--- config.mk ---
export PLATFORM = sky130hd
export DESIGN_NAME = ilm_controller
export DESIGN_NICKNAME = d
export VERILOG_FILES = /design/src/hw/rtl/ilm_pkg.sv /design/src/hw/rtl/ilm_controller.sv
export SDC_FILE = /design/constraint.sdc
export NUM_CORES = 1
export LEC_CHECK = 0
export BUFFER_PORTS_ARGS = -buffer_cell sky130_fd_sc_hd__buf_2
export CAP_MARGIN = 20
export CORE_AREA = 2 2 39 41
export CTS_BUF_LIST = sky130_fd_sc_hd__clkbuf_4
export CTS_CLUSTER_DIAMETER = 40
export CTS_CLUSTER_SIZE = 24
export DETAILED_ROUTE_END_ITERATION = 8
export DIE_AREA = 0 0 41 43
export PLACE_DENSITY = 0.49
export SYNTH_ARGS = -nofsm -noshare
export SYNTH_HDL_FRONTEND = slang
export SYNTH_SLANG_ARGS = --single-unit
--- constraint.sdc ---
create_clock -name clock -period 1.7 [get_ports clock]
set_clock_uncertainty 0.05 [all_clocks]
set_input_delay 0.17 -clock clock [delete_from_list [all_inputs] [get_ports clock]]
set_output_delay 0.17 -clock clock [all_outputs]
set_load 0.02 [all_outputs]
--- src/hw/rtl/ilm_pkg.sv ---
// ---------------------------------------------------------------------------
// ilm_pkg
// shared types and constants of the indexed linked list manager
// ---------------------------------------------------------------------------
`default_nettype none

package ilm_pkg;

   localparam int FIELD_W        = 10;
   localparam int DEF_NODE_SLOTS = 1024;

   typedef enum logic [1:0] {
      ST_DONE     = 2'd0,
      ST_IGNORED  = 2'd1,
      ST_LINKED   = 2'd2,
      ST_UNLINKED = 2'd3
   } status_type;

   typedef enum logic {
      KIND_INSERT = 1'b0,
      KIND_REMOVE = 1'b1
   } kind_type;

   typedef enum logic [1:0] {
      S_WIPE,
      S_IDLE,
      S_CHECK,
      S_UNLINK
   } ctrl_state_type;

   // commands from controller to datapath
   typedef struct packed {
      logic       capture;
      logic       wipe;
      logic       link;
      logic       splice;
      logic       detach;
      logic       respond;
      status_type code;
   } dp_cmd_type;

   // status from datapath to controller
   typedef struct packed {
      logic idx_ok;
      logic remove;
      logic member;
      logic wipe_last;
   } dp_flags_type;

endpackage

`default_nettype wire

--- src/hw/rtl/ilm_controller.sv ---
// ---------------------------------------------------------------------------
// ilm_controller
// sequences the clearing pass and the read, check and write steps of a word
// ---------------------------------------------------------------------------
`default_nettype none

module ilm_controller
   import ilm_pkg::*;
(
   input  wire logic         clock,
   input  wire logic         reset,
   input  wire logic         start,
   output logic              busy,
   input  wire dp_flags_type flags,
   output dp_cmd_type        cmd
);

   ctrl_state_type state_ff;
   ctrl_state_type state_in;

   always_ff @(posedge clock) begin
      if (reset) begin
         state_ff <= S_WIPE;
      end else begin
         state_ff <= state_in;
      end
   end

   always_comb begin
      state_in = state_ff;
      cmd      = '0;
      cmd.code = ST_DONE;
      busy     = 1'b1;
      unique case (state_ff)
         S_WIPE: begin
            cmd.wipe = 1'b1;
            if (flags.wipe_last) begin
               state_in = S_IDLE;
            end
         end
         S_IDLE: begin
            busy = 1'b0;
            if (start) begin
               cmd.capture = 1'b1;
               state_in    = S_CHECK;
            end
         end
         S_CHECK: begin
            priority if (!flags.idx_ok) begin
               cmd.respond = 1'b1;
               cmd.code    = ST_IGNORED;
               state_in    = S_IDLE;
            end else if (!flags.remove) begin
               cmd.respond = 1'b1;
               state_in    = S_IDLE;
               if (flags.member) begin
                  cmd.code = ST_LINKED;
               end else begin
                  cmd.link = 1'b1;
               end
            end else if (!flags.member) begin
               cmd.respond = 1'b1;
               cmd.code    = ST_UNLINKED;
               state_in    = S_IDLE;
            end else begin
               cmd.splice = 1'b1;
               state_in   = S_UNLINK;
            end
         end
         S_UNLINK: begin
            cmd.detach  = 1'b1;
            cmd.respond = 1'b1;
            state_in    = S_IDLE;
         end
         default: begin
            state_in = S_WIPE;
         end
      endcase
   end

endmodule

`default_nettype wire

# After elaboration in Yosys (flattened, before gate mapping)
# Index checks and enable logic that the tools add are counted.
[word_totals] mem_bits_ro=0 memories=0 ram_bits=0 latch_bits=0 output_inout_bits=9 reg_bits=2
[op_classes] multipliers=0 n_eq_ne=5 n_bitwise=0 reduce_logical=2 n_div=0 mux=23 addsub=0 magnitude_cmp=0 shifts=0
[op_table] cell="two-way mux 2 bit" count=9
[op_table] cell="two-way mux 1 bit" count=9
[op_table] cell="two-way mux 3 bit" count=3
[op_table] cell="one-hot mux 2 bit (4 select lines)" count=1
[op_table] cell="== test 2 bit (second input constant)" count=2
[op_table] cell="!= test 2 bit (second input constant)" count=2
[op_table] cell="== test 2 x 1 -> 1 bit (second input constant)" count=1
[op_table] cell="zero test 2 bit" count=1
[op_table] cell="one-hot mux 1 bit (2 select lines)" count=1
[op_table] cell="AND reduction 2 bit" count=1

# Logic depth before layout (Yosys ltp)
[logic_depth] depth_word=4 ltp_mapped=5

# Worst setup path before layout
# Ideal clock, no wire load.
[synth_path] path_type="flip-flop to flip-flop" from="register state_ff[0]" to="register state_ff[1]" required_time_ns=1.580 t_arrival_ns=1.468 setup_time_ns=0.070 path_stages_with_launch=6 path_slack_ns=0.112 path_cell_list="dfxtp_1 -> inv_1 -> ha_1 -> nor2b_1 -> or4b_1 -> a21oi_1"
[synth_via] elab_chain_len=3 elab_cells_between_ends=8
[synth_lines] item="start: declaration" line="ilm_controller.sv:18" rtl="ctrl_state_type state_ff;"
[synth_lines] item="start signal: assignment" line="ilm_controller.sv:25" rtl="state_ff <= state_in;"
[synth_lines] item="== test 2 x 1 -> 1 bit or zero test 2 bit (tied branches)" line="ilm_controller.sv:34" rtl="unique case (state_ff)"
[synth_lines] item="!= test 2 bit (no line)"
[synth_lines] item="AND reduction 2 bit (no line)"
# Several ways; a longest one is shown, not always the timed one.
# A chain may end at the register's enable or synchronous reset.

# Worst setup path in the final report
# Same ends and word-level chain as after synthesis.

==> run summary <==
The run finished with clean final reports. In this run the number of H-tree levels came out at 1. Summed over all layers, the routed wires come to approximately 530 µm.

The insertion delay to the later sink of the worst-skew pair came out at 0.22 ns. The number of endpoints with negative hold slack in the final report is 0. The critical path data required time came out at 1.80 ns.

The number of buffer cells added on primary ports came out at 15. The cell sitting at the root of the clock tree is a clkbuf_4. The half-perimeter wire length after placement came out at approximately 420 µm. The netlist uses 14 different library cells. The final standard cell count with taps included and fillers excluded came out at 66. The hold buffer count at cts came out at 0. Setup slack closes at 0.119 ns.

The number of placed cells counting well taps is 63. From synthesis to final layout, the design area changed by 46.3%. The placer's final routability congestion estimate came out at 0.700. The cell area after synthesis is around 250 µm². The routed layout has approximately 250 vias.

The number of nets handed over by synthesis was 46. The placed cell area came out at roughly 350 µm². The horizontal extent of the die came out at slightly above 40 µm. The clock transition at the registers of the reported paths came out at around 0.030 ns. The sink count of the clock tree is 2. The number of cell rows came out at 14. The count of maximum capacitance violations is 0. More flip-flops sit in one register than any other, and that register is state_ff. The total routing usage reported by global routing is around 7%. The maximum clock path buffer count is 2.

Once detail routing completed, the nets flagged for antenna violations numbered 0. The number of setup buffers added after CTS is 0. In this run the worst hold path is classified as primary input to flip-flop. The core area is roughly 0.0014 mm². The floorplan step defined a die boundary enclosing around 0.0018 mm². Once the floorplan was initialized, standard cells occupied ~18% of the core. The worst setup timing slack at the placement stage is 0.114 ns.

The largest registers in the layout are state_ff: 2 flops. The endpoint arrival time on the critical path is 1.69 ns. The post-route total power is 238 µW. The number of instances resized during post-cts repair came out at 0. The antenna diode count came out at 0.

The number of antenna violations at the first check in global routing is 0. The final critical-path required period came out at 1.58 ns. The average cell area after synthesis is 7.94 µm². The slowest stage of the critical path is the or4b_1 cell. The synthesized netlist cell count came out at 32. STA classifies the critical path startpoint as a flip-flop. Setup repair after global routing left no endpoint under its margin. From bottom edge to top edge, the die measures around 43 µm. The sum of overflow across all layers after global routing came out at 0. The fraction of layout cells with a size suffix above 1 came out at approximately 44%.

The total number of nets in the final design came out at 66. The total negative slack is 0 ns. The number of iterations in the first detailed-routing pass is 2. The worst IR drop on VDD came out at 0.203 mV. The power density over the cells is approximately 640 mW/mm². Dividing the final minimum period by the clock period gives between 90% and 100%.

The finished cells cover around 370 µm². The global-route wire length before repair came out at approximately 790 µm. The initial DRC count came out at 1. The worst-case register-to-register setup slack came out at 0.12 ns.

The number of buffers created by CTS is 3. The top-level I/O count came out at 16. The leakage power summed over all cells came out at 0.000226 µW. The max-slew violation total from the final report came out at 0. The via count of the first global-routing pass came out at between 200 and 250. The setup path with the least slack is of type flip-flop to flip-flop. The critical path goes through inv_1, ha_1, nor2b_1, or4b_1, a21oi_1.

The maximum clock frequency is around 630 MHz. The sequential cell area fraction in the yosys report came out at 15.8%. The number of warnings reported in the yosys synthesis log is 0.

The worst slew margin relative to its limit is 87.0%. In the routed layout, each cell is associated on average with a via count of between 3 and 4. The worst setup path is captured at a flip-flop. Of all nets on the critical path, the largest fanout is 4. The delay contributed by the slowest stage of the critical path is 0.51 ns. The residual DRC count came out at 0. In the final routed layout, each cell accounts on average for around 8.1 µm. The flip-flop count of the largest register after layout came out at 2.

The number of storage elements in the synthesis netlist came out at 2. The final number of setup-violating endpoints is 0. The maximum number of pins on one net before global-route repair is 7. At the pin with the least slew margin, the transition time is 0.195 ns. TritonCTS built the clock tree.
## cells by family (layout without fill, tap and decap cells)
| family | count (synthesis) | after routing | synth area share (%) |
|---|---|---|---|
| DFF | 2 | 2 | 15.8 |
| AOI/OAI and AO/OA | 7 | 7 | 16.3 |
| buffers and inverters | 7 | 25 | 10.3 |
| and+or+nand+nor | 9 | 9 | 23.2 |
| adders and majority gates | 7 | 7 | 34.5 |
## per-layer routing
metal  track usage, %  part of all wire (%)
met1             7.67                    46
met4             6.00                     0
met5                0                     0
met2             9.69                    45
met3             3.14                   8.8
## placed cells by master, fill, tap and decap left out
master    Yosys  final
a21o_1        1      1
and3_2        3      3
buf_2         0     15
or4b_1        1      1
nand2_1       1      1
a31oi_1       1      1
or2_2         1      1
dfxtp_1       2      2
nor2b_1       2      2
o21ai_0       2      2
inv_1         7      7
nor2_1        1      1
a21oi_1       2      2
a21boi_0      1      1
ha_1          7      7
clkbuf_4      0      3
## Yosys cell counts
cell      n  area (µm²)
ha_1      7        87.6
or2_2     1        6.26
nor2_1    1        3.75
a21boi_0  1        7.51
a31oi_1   1        6.26
or4b_1    1        10.0
nand2_1   1        3.75
dfxtp_1   2        40.0
inv_1     7        26.3
o21ai_0   2        10.0
nor2b_1   2        12.5
a21oi_1   2        10.0
a21o_1    1        7.51
and3_2    3        22.5
## area by class of cell
cell class	count	area [µm²]
multi-input cells	23	188
well taps	16	20.0
clock buffers	3	22.5
flip-flops and latches	2	40.0
inverters	7	26.3
repair buffers	15	75.1
fillers	156	1010
## critical path, delay by kind of cell, from the launching register on
family                     cells  cell delay [ns]
AOI/OAI and AO/OA              1             0.13
buffers and inverters          1             0.08
and+or+nand+nor                2             0.67
DFF                            1             0.37
adders and majority gates      1             0.21
## through the flow
stage / util (%) / hold WS [ns]
3_3_place_gp: 25.2 / 0.304
2_1_floorplan: - / 0.189
6_report: 26.9 / 0.0692
5_1_grt: 26.9 / 0.0740
4_1_cts: 26.9 / 0.0650
3_5_place_dp: 25.2 / 0.305
## power breakdown
| part | switching [µW] | internal [µW] | leakage, µW |
|---|---|---|---|
| combinational | 44.5 | 32.6 | 0.000196 |
| sequential | 4.56 | 51.6 | 0.0000165 |
| clock | 26.5 | 77.8 | 0.0000138 |
| total | 75.6 | 162 | 0.000226 |
## final timing paths
check	startpoint	end	cells after the start
setup reg to reg	state_ff[0]$_SDFFE_PP0P_	state_ff[1]$_SDFFE_PP0P_	5
hold / removal	reset	state_ff[1]$_SDFFE_PP0P_	2
setup / recovery	state_ff[0]$_SDFFE_PP0P_	state_ff[1]$_SDFFE_PP0P_	5
hold reg to reg	state_ff[1]$_SDFFE_PP0P_	state_ff[1]$_SDFFE_PP0P_	2
No activity file was read; power rests on OpenSTA's default activity.
